===== config.mk =====
export PLATFORM = sky130hd
export DESIGN_NAME = led_pwm_frame_serializer
export DESIGN_NICKNAME = d
export VERILOG_FILES = /design/src/rtl/lpfs_pkg.sv /design/src/rtl/led_pwm_frame_serializer.sv
export SDC_FILE = /design/constraint.sdc
export NUM_CORES = 2
export LEC_CHECK = 0
export ABC_CLOCK_PERIOD_IN_PS = 3700
export BUFFER_PORTS_ARGS = -buffer_cell sky130_fd_sc_hd__buf_2
export CELL_PAD_IN_SITES_DETAIL_PLACEMENT = 0
export CELL_PAD_IN_SITES_GLOBAL_PLACEMENT = 1
export CORE_MARGIN = 5
export CORE_UTILIZATION = 35
export CTS_CLUSTER_SIZE = 24
export DETAILED_ROUTE_END_ITERATION = 10
export PLACE_DENSITY_LB_ADDON = 0.08
export REMOVE_ABC_BUFFERS = 1
export SYNTH_ARGS = -nofsm -noshare
export SYNTH_HDL_FRONTEND = slang
export SYNTH_SLANG_ARGS = --single-unit

===== constraint.sdc =====
create_clock -name clk -period 3.7 [get_ports clk]
set_input_delay 0 -clock clk [delete_from_list [all_inputs] [get_ports clk]]
set_output_delay 0 -clock clk [all_outputs]
set_load 0.005 [all_outputs]

===== src/rtl/lpfs_pkg.sv =====
`timescale 1ns / 1ps
`default_nettype none

package lpfs_pkg;

    localparam int CHANNELS   = 48;
    localparam int DUTY_W     = 16;
    localparam int IDX_W      = 10;
    localparam int GRAY_W     = CHANNELS * DUTY_W;

    typedef logic [1:0]        cmd_t;
    typedef logic [5:0]        chan_t;
    typedef logic [DUTY_W-1:0] duty_t;
    typedef logic [2:0]        cfg_idx_t;
    typedef logic [6:0]        cfg_data_t;
    typedef logic [IDX_W-1:0]  bit_idx_t;
    typedef logic [2:0]        phase_t;

    // command codes
    localparam cmd_t CMD_WRITE    = 2'd0;
    localparam cmd_t CMD_TICK     = 2'd1;
    localparam cmd_t CMD_SHUTDOWN = 2'd2;
    localparam cmd_t CMD_NOP      = 2'd3;

    // register indexes
    localparam cfg_idx_t REG_DOT_CORRECTION  = 3'd0;
    localparam cfg_idx_t REG_MAX_CURRENT     = 3'd1;
    localparam cfg_idx_t REG_BRIGHTNESS      = 3'd2;
    localparam cfg_idx_t REG_AUTO_REPEAT     = 3'd3;
    localparam cfg_idx_t REG_TIMING_RESET    = 3'd4;
    localparam cfg_idx_t REG_AUTO_REFRESH    = 3'd5;
    localparam cfg_idx_t REG_SPREAD_PWM      = 3'd6;
    localparam cfg_idx_t REG_LSD_VOLTAGE_SEL = 3'd7;

    // phase codes
    localparam phase_t PH_CTRL1 = 3'd0;
    localparam phase_t PH_CTRL2 = 3'd1;
    localparam phase_t PH_IDLE  = 3'd2;
    localparam phase_t PH_GRAY  = 3'd3;
    localparam phase_t PH_DONE  = 3'd4;

    // frame bit positions
    localparam bit_idx_t FRAME_BITS     = 10'd776;
    localparam bit_idx_t POS_MODE_BIT   = 10'd7;
    localparam bit_idx_t POS_ID_FIRST   = 10'd8;
    localparam bit_idx_t POS_ID_LAST    = 10'd15;
    localparam bit_idx_t POS_FC_FIRST   = 10'd400;
    localparam bit_idx_t POS_FC_LAST    = 10'd439;
    localparam bit_idx_t POS_DC_FIRST   = 10'd440;
    localparam bit_idx_t POS_GRAY_FIRST = 10'd8;

    localparam logic [7:0] CTRL_ID = 8'h96;
    localparam logic [2:0] DC_LAST = 3'd6;

endpackage

`default_nettype wire


===== src/rtl/led_pwm_frame_serializer.sv =====
`timescale 1ns / 1ps
`default_nettype none

// each input transfer's result is in the output register in the next cycle
// throughput: one item per cycle while out_ready is high; the output register frees a slot as it is taken
// grayscale data is snapshotted into a 768-bit shift line when a frame starts
// reset (rst_n low, async): duties zero, registers at defaults, phase first control
// frame; the first tick after reset starts shifting the control frame

module led_pwm_frame_serializer (
    input  wire                clk,
    input  wire                rst_n,
    input  wire                in_valid,
    output logic               in_ready,
    input  lpfs_pkg::cmd_t     cmd,
    input  lpfs_pkg::chan_t    channel,
    input  lpfs_pkg::duty_t    duty,
    output logic               out_valid,
    input  wire                out_ready,
    output logic               serial_bit,
    output logic               bit_valid,
    output logic               latch_pulse,
    output logic               init_done,
    output logic               shutdown_done,
    input  wire                cfg_write,
    input  lpfs_pkg::cfg_idx_t cfg_index,
    input  lpfs_pkg::cfg_data_t cfg_data
);
    import lpfs_pkg::*;

    logic [6:0] dc_reg;
    logic [2:0] mc_reg;
    logic [6:0] bc_reg;
    logic       ar_reg, tr_reg, rf_reg, sp_reg, lsd_reg;

    duty_t        duty_reg [CHANNELS];
    logic [GRAY_W-1:0] gray_reg, gray_next;
    bit_idx_t     bit_index_reg, bit_index_next;
    phase_t       phase_reg, phase_next;
    logic         pending_reg, pending_next;
    logic         shutdown_req_reg, shutdown_req_next;
    logic [2:0]   rep_reg, rep_next;

    logic out_valid_reg;
    logic sbit_reg, valid_reg, latch_reg, init_reg, sdone_reg;

    logic       accept, is_tick, start_gray, shifting, gray_ph;
    logic       sbit, vbit, latch;
    logic       ctrl_bit;
    logic [39:0] fc_vec;
    bit_idx_t   fc_off;
    logic [GRAY_W-1:0] snap;

    assign in_ready = !out_valid_reg || out_ready;
    assign accept   = in_valid && in_ready;
    assign is_tick  = accept && (cmd == CMD_TICK);

    // function-control bytes 50..54 as one bit string, first sent at the top
    assign fc_vec = {5'b0, lsd_reg, sp_reg, rf_reg, tr_reg, ar_reg,
                     bc_reg, bc_reg, bc_reg, mc_reg, mc_reg, mc_reg};
    assign fc_off = POS_FC_LAST - bit_index_reg;

    always_comb
    begin
        ctrl_bit = 1'b0;
        if (bit_index_reg == POS_MODE_BIT)
        begin
            ctrl_bit = 1'b1;
        end
        else if (bit_index_reg >= POS_ID_FIRST && bit_index_reg <= POS_ID_LAST)
        begin
            ctrl_bit = CTRL_ID[~bit_index_reg[2:0]];
        end
        else if (bit_index_reg >= POS_FC_FIRST && bit_index_reg <= POS_FC_LAST)
        begin
            ctrl_bit = fc_vec[fc_off[5:0]];
        end
        else if (bit_index_reg >= POS_DC_FIRST)
        begin
            ctrl_bit = dc_reg[DC_LAST - rep_reg];
        end
    end

    // snapshot of the duty store, channel 0 high byte first
    always_comb
    begin
        for (int c = 0; c < CHANNELS; c++)
        begin
            snap[GRAY_W-1-c*DUTY_W -: DUTY_W] = duty_reg[c];
        end
    end

    always_comb
    begin
        phase_next        = phase_reg;
        bit_index_next    = bit_index_reg;
        pending_next      = pending_reg;
        shutdown_req_next = shutdown_req_reg;
        rep_next          = rep_reg;
        gray_next         = gray_reg;
        sbit              = 1'b0;
        vbit              = 1'b0;
        latch             = 1'b0;
        start_gray        = 1'b0;
        shifting          = 1'b0;
        gray_ph           = 1'b0;

        if (accept && cmd == CMD_WRITE && channel < 6'(CHANNELS))
        begin
            pending_next = 1'b1;
        end
        if (accept && cmd == CMD_SHUTDOWN)
        begin
            pending_next      = 1'b1;
            shutdown_req_next = 1'b1;
        end

        if (is_tick)
        begin
            start_gray = (phase_reg == PH_IDLE) && pending_reg;
            gray_ph    = (phase_reg == PH_GRAY) || start_gray;
            shifting   = gray_ph || (phase_reg == PH_CTRL1) || (phase_reg == PH_CTRL2);
            if (start_gray)
            begin
                gray_next    = snap;
                pending_next = 1'b0;
            end
            if (shifting)
            begin
                if (bit_index_reg < FRAME_BITS)
                begin
                    vbit           = 1'b1;
                    bit_index_next = bit_index_reg + 10'd1;
                    if (gray_ph)
                    begin
                        if (bit_index_reg >= POS_GRAY_FIRST)
                        begin
                            sbit      = gray_reg[GRAY_W-1];
                            gray_next = {gray_reg[GRAY_W-2:0], 1'b0};
                        end
                    end
                    else
                    begin
                        sbit = ctrl_bit;
                        if (bit_index_reg >= POS_DC_FIRST)
                        begin
                            rep_next = (rep_reg == DC_LAST) ? 3'd0 : rep_reg + 3'd1;
                        end
                    end
                end
                else
                begin
                    latch          = 1'b1;
                    bit_index_next = '0;
                    rep_next       = '0;
                    if (phase_reg == PH_CTRL1)
                    begin
                        phase_next = PH_CTRL2;
                    end
                    else if (phase_reg == PH_CTRL2)
                    begin
                        phase_next = PH_IDLE;
                    end
                    else if (shutdown_req_reg && !pending_reg)
                    begin
                        phase_next = PH_DONE;
                    end
                    else
                    begin
                        phase_next = PH_IDLE;
                    end
                end
                if (start_gray && !latch)
                begin
                    phase_next = PH_GRAY;
                end
            end
        end
    end

    // configuration registers
    always_ff @(posedge clk or negedge rst_n)
    begin
        if (!rst_n)
        begin
            dc_reg  <= 7'd127;
            mc_reg  <= 3'd0;
            bc_reg  <= 7'd127;
            ar_reg  <= 1'b1;
            tr_reg  <= 1'b0;
            rf_reg  <= 1'b0;
            sp_reg  <= 1'b1;
            lsd_reg <= 1'b1;
        end
        else if (cfg_write)
        begin
            unique case (cfg_index)
                REG_DOT_CORRECTION:  dc_reg  <= cfg_data;
                REG_MAX_CURRENT:     mc_reg  <= cfg_data[2:0];
                REG_BRIGHTNESS:      bc_reg  <= cfg_data;
                REG_AUTO_REPEAT:     ar_reg  <= cfg_data[0];
                REG_TIMING_RESET:    tr_reg  <= cfg_data[0];
                REG_AUTO_REFRESH:    rf_reg  <= cfg_data[0];
                REG_SPREAD_PWM:      sp_reg  <= cfg_data[0];
                REG_LSD_VOLTAGE_SEL: lsd_reg <= cfg_data[0];
                default:             dc_reg  <= dc_reg;
            endcase
        end
    end

    // duty store, cleared as a whole by shutdown
    always_ff @(posedge clk or negedge rst_n)
    begin
        if (!rst_n)
        begin
            for (int c = 0; c < CHANNELS; c++)
            begin
                duty_reg[c] <= '0;
            end
        end
        else if (accept && cmd == CMD_SHUTDOWN)
        begin
            for (int c = 0; c < CHANNELS; c++)
            begin
                duty_reg[c] <= '0;
            end
        end
        else if (accept && cmd == CMD_WRITE && channel < 6'(CHANNELS))
        begin
            duty_reg[channel] <= duty;
        end
    end

    // shift line starts from zero so an untouched frame reads as all zero
    always_ff @(posedge clk or negedge rst_n)
    begin
        if (!rst_n)
        begin
            gray_reg <= '0;
        end
        else
        begin
            gray_reg <= gray_next;
        end
    end

    always_ff @(posedge clk or negedge rst_n)
    begin
        if (!rst_n)
        begin
            phase_reg        <= PH_CTRL1;
            bit_index_reg    <= '0;
            pending_reg      <= 1'b0;
            shutdown_req_reg <= 1'b0;
            rep_reg          <= '0;
        end
        else
        begin
            phase_reg        <= phase_next;
            bit_index_reg    <= bit_index_next;
            pending_reg      <= pending_next;
            shutdown_req_reg <= shutdown_req_next;
            rep_reg          <= rep_next;
        end
    end

    // result register
    always_ff @(posedge clk or negedge rst_n)
    begin
        if (!rst_n)
        begin
            out_valid_reg <= 1'b0;
        end
        else if (accept)
        begin
            out_valid_reg <= 1'b1;
        end
        else if (out_ready)
        begin
            out_valid_reg <= 1'b0;
        end
    end

    always_ff @(posedge clk)
    begin
        if (accept)
        begin
            sbit_reg  <= sbit;
            valid_reg <= vbit;
            latch_reg <= latch;
            init_reg  <= (phase_next == PH_IDLE) || (phase_next == PH_GRAY)
                         || (phase_next == PH_DONE);
            sdone_reg <= (phase_next == PH_DONE);
        end
    end

    assign out_valid     = out_valid_reg;
    assign serial_bit    = sbit_reg;
    assign bit_valid     = valid_reg;
    assign latch_pulse   = latch_reg;
    assign init_done     = init_reg;
    assign shutdown_done = sdone_reg;

    a_idx_range: assert property (@(posedge clk) disable iff (!rst_n)
        bit_index_reg <= FRAME_BITS)
        else $error("bit index past the latch tick");

    a_idle_idx: assert property (@(posedge clk) disable iff (!rst_n)
        (phase_reg == PH_IDLE || phase_reg == PH_DONE) |-> (bit_index_reg == '0))
        else $error("bit index not at frame start outside a frame");

    a_done_sticky: assert property (@(posedge clk) disable iff (!rst_n)
        (phase_reg == PH_DONE) |=> (phase_reg == PH_DONE))
        else $error("left the done phase");

    a_rep_range: assert property (@(posedge clk) disable iff (!rst_n)
        rep_reg <= DC_LAST)
        else $error("dot correction bit counter out of range");

    a_done_flags: assert property (@(posedge clk) disable iff (!rst_n)
        (out_valid_reg && sdone_reg) |-> (init_reg && !valid_reg))
        else $error("shutdown done without init done or with a frame bit");

    a_latch_bit: assert property (@(posedge clk) disable iff (!rst_n)
        (accept && latch) |=> (phase_reg != PH_GRAY && bit_index_reg == '0))
        else $error("latch did not close the frame");

endmodule

`default_nettype wire

## Word level (Yosys, flattened, before mapping)

Memories as Yosys holds them, arrays and structs flattened.
Index checks and enable logic that the tools add are counted.

| word-level totals | value |
|---|---|
| input bits | 39 |
| memory bits (read-only) | 8 |
| memories kept | 1 |
| output and inout port bits | 7 |
| flip-flop bits (word level) | 1582 |
| word-level logic and storage cells | 185 |

Memory list:

| name | words | bits a word | rd ports | clocked after memory_dff | wr ports | line | text |
|---|---|---|---|---|---|---|---|
| (name not given) | 8 | 1 | 1 | 0 | 0 | led_pwm_frame_serializer.sv:72 | `ctrl_bit = CTRL_ID[~bit_index_reg[2:0]];` |

| cells by class | value |
|---|---|
| add/subtract/negate cells | 4 |
| mux-type cells | 43 |
| order comparisons | 12 |
| bitwise logic cells | 2 |
| reduce and logical (&&, ||, !) cells | 36 |
| equal/unequal tests | 19 |

Operators by type and width:

| kind | number |
|---|---|
| two-way mux 768 bit | 7 |
| bitwise mux 768 bit | 1 |
| demux 16 bit (select 6 bit) | 1 |
| two-way mux 3 bit | 11 |
| greater-or-equal comparator 10 x 9 -> 1 bit (second input constant) | 2 |
| two-way mux 1 bit | 19 |
| == test 3 x 2 -> 1 bit (second input constant) | 6 |
| == test 3 bit (second input constant) | 6 |
| AND reduction 2 bit | 9 |
| two-way mux 16 bit | 1 |
| logical AND 1 bit | 11 |
| adder 10 x 1 -> 10 bit (second input constant) | 1 |
| == test 10 x 3 -> 1 bit (second input constant) | 1 |
| greater-or-equal comparator 10 x 4 -> 1 bit (second input constant) | 1 |
| less-or-equal comparator 10 x 4 -> 1 bit (second input constant) | 1 |
| less-or-equal comparator 10 x 9 -> 1 bit (second input constant) | 1 |
| < comparator 10 bit (second input constant) | 1 |
| two-way mux 10 bit | 1 |
| < comparator 3 x 4 -> 1 bit (second input constant) | 2 |
| greater-or-equal comparator 7 bit (second input constant) | 1 |
| < comparator 6 x 7 -> 1 bit (second input constant) | 1 |
| < comparator 7 x 1 -> 1 bit (second input constant) | 1 |
| NOT 6 -> 7 bit | 1 |
| binary-select mux 1 bit (select 6 bit) | 1 |
| other kinds (17) | 28 |

## Longest topological paths before layout

| logic depth | value |
|---|---|
| word-level depth | 15 |
| gate-level depth with buffers | 10 |
| mapped depth without buffers | 8 |

## Worst setup path before layout

OpenSTA, ideal clock, no wires.

| path | value |
|---|---|
| kind | register to register |
| start point | register bit_index_reg[5] |
| end point | register gray_reg[148] |
| stages on the path, launching flop included | 11 |
| path buffers | 4 |
| library setup time | 0.137 ns |
| slack | 1.176 ns |
| arrival time | 2.387 ns |
| data required time | 3.563 ns |
| cell sequence | dfrtp_1 -> buf_2 -> or4_4 -> or3_4 -> o211ai_4 -> nand2_1 -> buf_4 -> buf_6 -> buf_2 -> o22ai_1 -> a21oi_1 |

| on the way | value |
|---|---|
| cells in the longest elaborated chain, start to end | 5 |

Ends and longest elaborated chain:

| what | line | text |
|---|---|---|
| start: declaration | led_pwm_frame_serializer.sv:38 | `bit_idx_t bit_index_reg, bit_index_next;` |
| start signal: assignment | led_pwm_frame_serializer.sv:260 | `bit_index_reg <= bit_index_next;` |
| greater-or-equal comparator 10 x 4 -> 1 bit | led_pwm_frame_serializer.sv:136 | `if (bit_index_reg >= POS_GRAY_FIRST)` |
| two-way mux 768 bit | led_pwm_frame_serializer.sv:136 |  |
| two-way mux 768 bit | led_pwm_frame_serializer.sv:134 | `if (gray_ph)` |
| two-way mux 768 bit * | led_pwm_frame_serializer.sv:130 | `if (bit_index_reg < FRAME_BITS)` |
| two-way mux 768 bit * | led_pwm_frame_serializer.sv:128 | `if (shifting)` |
| end signal: assignment | led_pwm_frame_serializer.sv:243 | `gray_reg <= gray_next;` |
| end: declaration | led_pwm_frame_serializer.sv:37 | `logic [GRAY_W-1:0] gray_reg, gray_next;` |

Every way passes the cells marked *; elsewhere a longest branch is shown, timed or not.
A chain may end at the register's enable or synchronous reset.

## Final worst setup path

| path | value |
|---|---|
| start point | register out_valid_reg (netlist: out_valid) |
| end point | register duty_reg[8] (netlist bit) |

| on the way | value |
|---|---|
| cells in the longest elaborated chain, start to end | 6 |

Ends and longest elaborated chain:

| what | line | text |
|---|---|---|
| start: declaration | led_pwm_frame_serializer.sv:44 | `logic out_valid_reg;` |
| start signal: assignment | led_pwm_frame_serializer.sv:272 | `out_valid_reg <= 1'b0;` |
| start signal: assignment | led_pwm_frame_serializer.sv:276 | `out_valid_reg <= 1'b1;` |
| start signal: assignment | led_pwm_frame_serializer.sv:280 | `out_valid_reg <= 1'b0;` |
| logical NOT 1 bit * | led_pwm_frame_serializer.sv:54 | `assign in_ready = !out_valid_reg \|\| out_ready;` |
| logical OR 1 bit * | led_pwm_frame_serializer.sv:54 |  |
| logical AND 1 bit * | led_pwm_frame_serializer.sv:55 | `assign accept = in_valid && in_ready;` |
| logical AND 1 bit (2 in a row) | led_pwm_frame_serializer.sv:228 | `else if (accept && cmd == CMD_WRITE && channel < 6'(CHANNELS))` |
| nonzero test 2 bit (no source line) | n/a |  |
| end signal: indexed assignment | led_pwm_frame_serializer.sv:230 | `duty_reg[channel] <= duty;` |
| end: declaration | led_pwm_frame_serializer.sv:36 | `duty_t duty_reg [CHANNELS];` |

Marked as above.

==> results.md <==
* Status: complete, no violations
* Clock-pin slew on the worst setup and hold paths at ~0.06 ns
* Setup tns final at 0 ns
* Startpoint types: register
* Async set-reset flop share out of synthesis at 0.9968
* Pin count of the biggest net entering global routing at about 160
* Nets@finish at approximately 5900
* Final GP Congestion at roughly 0.75
* Initial DRC count at between 3000 and 4000
* P per Cell Area at slightly above 600 nW/µm²
* Largest family of logic cells by synthesized area: compound AO/OA/AOI/OAI gates
* Post-route ant nets at 0
* Drt pass-1 iters at 5
* IO Pins at between 40 and 50
* Fin cells at between 8000 and 9000
* Most common cell in the netlist: dfrtp_1
* Synth Flop Type: dfrtp_1
* Share of layout cells above drive strength 1 at 0.1079
* Synth Cell Area at 62790 µm²
* Worst-skew pair later-pin latency at 0.82 ns
* First-pass GRT wire length at ~320000 µm
* Xor/xnor cell area share of the yosys netlist at 0.0004185
* Number of flops mapped to enable cells by yosys at 5
* Fill cells at ~17000
* Initial antenna violation count at 21
* Number of global-route vias before repair at just under 50000
* Vias at about 47000
* Fin crit share at 0.9189
* Worst EP required at approximately 4.4 ns
* Register area at 39630 µm²
* Port bufs at 45
* Clk sinks at 1582
* Synth Area in Adders at 0.001594
* DR DRC count at 0
* Maximum root-to-sink buffer count at 3
* RSZ-0062 raised after global routing: false
* Critical path's most frequent cell: buf_4
* Simple-gate area share of the yosys netlist at 0.07903
* Maxcap violations at 0
* GRT Total Usage at 0.2192
* CTS Buf Count at 180
* Synth warn at 0
* DIE AREA at between 150000 and 200000 µm²
* Top cells by count, synth: dfrtp_1 (1560), nor2_1 (845), a21oi_1 (769), o22ai_1 (769), a22o_1 (517)
* Area grow syn2layout at 15.88%
* Final max-slew violation count at 0
* Setup crit end kind: register
* Initial Utilization at 0.3519
* Yosys cell types at slightly below 60
* DP Wirelength at 109800 µm
* Post-CTS resize count at 0
* Crit path kind: register to register
* CTS tree: done
* Final min period at about 3.4 ns
* Worst min-delay path category: input pin to register
* Die height at 433.6 µm
* Drt total wl at about 210000 µm
* Syn Area/Cell at roughly 11 µm²
* Synthesized instance count at 5865
* Max Clock Skew at roughly 0.023 ns
* Gr ovfl total at 0
* Multiplexer area fraction after synthesis at 0.008010
* Data arrival time of the critical path at just over 4 ns
* Multi-input logic area at 20740 µm²
* Seq cells post-synth at ~1600
* Max Clock Freq at 294.1 MHz
* Max-Slew Margin vs Limit at 0.2979
* Wirelength per Cell at roughly 25 µm
* Crit-path slowest cell: dlygate4sd3_1
* Final Hold Fails at 0
* Worst-path maximum fanout at 16
* Chip Width at 433.6 µm
* Endpoints failing setup at 0
* CP Cell Sequence: nand2b_1, nand3b_1, buf_4, a31oi_4, dlygate4sd3_1, buf_4, nand2_1, a22o_1
* Max stage delay on crit path at 0.60 ns
* DP Cell Count at 7934
* Worst-Margin Slew at around 1.1 ns
* Cell Rows at around 160
* Dominant cells by area after synthesis: dfrtp_1 (62%), o22ai_1 (7.7%), a22o_1 (7.2%)
* Average via count per standard cell at 5.650
* Synth top area share at 0.6217
* Core Area at ~180000 µm²
* Seq/Total Area, Yosys at 0.6312
* Synth Area in Compound Gates at 0.2399
* CTS root buf: clkbuf_16
* VDD IR max at about 480 µV
* Pleak at ~33 nW
* H-Tree Depth at 4
* Biggest area consumer among synthesized cells: dfrtp_1
[repair_timing]
action                    4_1_cts  5_1_grt
hold buffers                   48        0
setup buffers                   0        0
hold endpoints to repair     1688        0
[layout by cell type, fill, tap and decap left out, types with 6 or more instances in the layout]
master	netlist	final
dfrtp_1	1560	1560
nor2_1	845	845
a21oi_1	769	769
o22ai_1	769	769
a22o_1	517	517
nand2_1	336	335
o21ai_0	299	299
clkbuf_16	0	186
buf_4	20	147
buf_12	0	77
clkbuf_8	0	51
clkbuf_1	349	47
dlygate4sd3_1	0	47
buf_2	169	44
mux2_2	30	30
clkinv_2	0	30
o21ai_1	21	17
dfstp_2	17	17
inv_1	11	11
and2_4	0	11
nand3b_1	8	8
ha_1	8	8
and2_1	23	7
bufinv_16	0	7
diode_2	0	6
nor3_1	6	6
mux4_2	6	6
[worst max-delay path, delay by kind of cell (launching register included)]
family / cells / cell delay (ns)
compound gates: 2 / 0.63
simple gates: 3 / 1.00
buf+inv: 3 / 1.24
flops: 1 / 0.39
[through the flow]
stage | hold WS, ns | setup WS, ns | utilization | instance area (µm²) | total power [mW]
global placement | -0.05175 | 0.5675 | 0.3712 | 66230 | 27.01
global route | 0.1100 | 0.2572 | 0.4077 | 72750 | 47.21
floorplan | -0.2956 | -40.78 | - | 60340 | 25.62
CTS | 0.03077 | 0.3019 | 0.4077 | 72750 | 45.57
finish | 0.09990 | 0.3000 | 0.4078 | 72760 | 44.94
detailed placement | -0.05230 | 0.5261 | 0.3712 | 66230 | 27.08
[layout make-up]
class,instances,share of cell area
multi-input cells,3717,0.2850
inverters,12,0.0006191
clock buffers,284,0.07604
repair buffers,316,0.04622
diodes,6,0.0002064
well taps,2355,0.04050
flip-flops and latches,1582,0.5447
clock inverters,47,0.006689
[final timing paths]
| check | start | to | slack (ns) | cells past startpoint |
|---|---|---|---|---|
| worst max-delay path | out_valid | duty_reg[8] | 0.30 | 8 |
| worst min-delay path | channel[2] | duty_reg[436] | 0.1 | 5 |
| worst max register to register | out_valid | duty_reg[8] | 0.30 | 8 |
| worst min register to register | shutdown_req_reg | shutdown_req_reg | 0.48 | 1 |
| max in group asynchronous | rst_n | bit_index_reg[9] | 2.25 | 4 |
| min in group asynchronous | rst_n | duty_reg[460] | 0.51 | 4 |
[layer usage]
metal	track usage	wire (µm)	vias up
met3	0.02847	7300	249
li1	-	-	21270
met5	0	0	-
met4	0.05312	4493	0
met1	0.3130	98380	24660
met2	0.3562	96230	823
[power breakdown]
part	total (mW)	switching (mW)	internal, mW
combinational	5.20	3.11	2.09
sequential	21.6	1.54	20.1
clock	18.1	7.41	10.7
total	44.9	12.1	32.9
[logic make-up (layout without fill, tap and decap cells)]
group,after synthesis,after routing
xor gates and xnor gates,3,3
adders and majority gates,8,8
and+or+nand+nor,1260,1260
DFF,1582,1582
muxes,39,39
buffers and inverters,566,659
AOI/OAI and AO/OA,2407,2407
other,0,6
(Power assumes the default switching activity.)
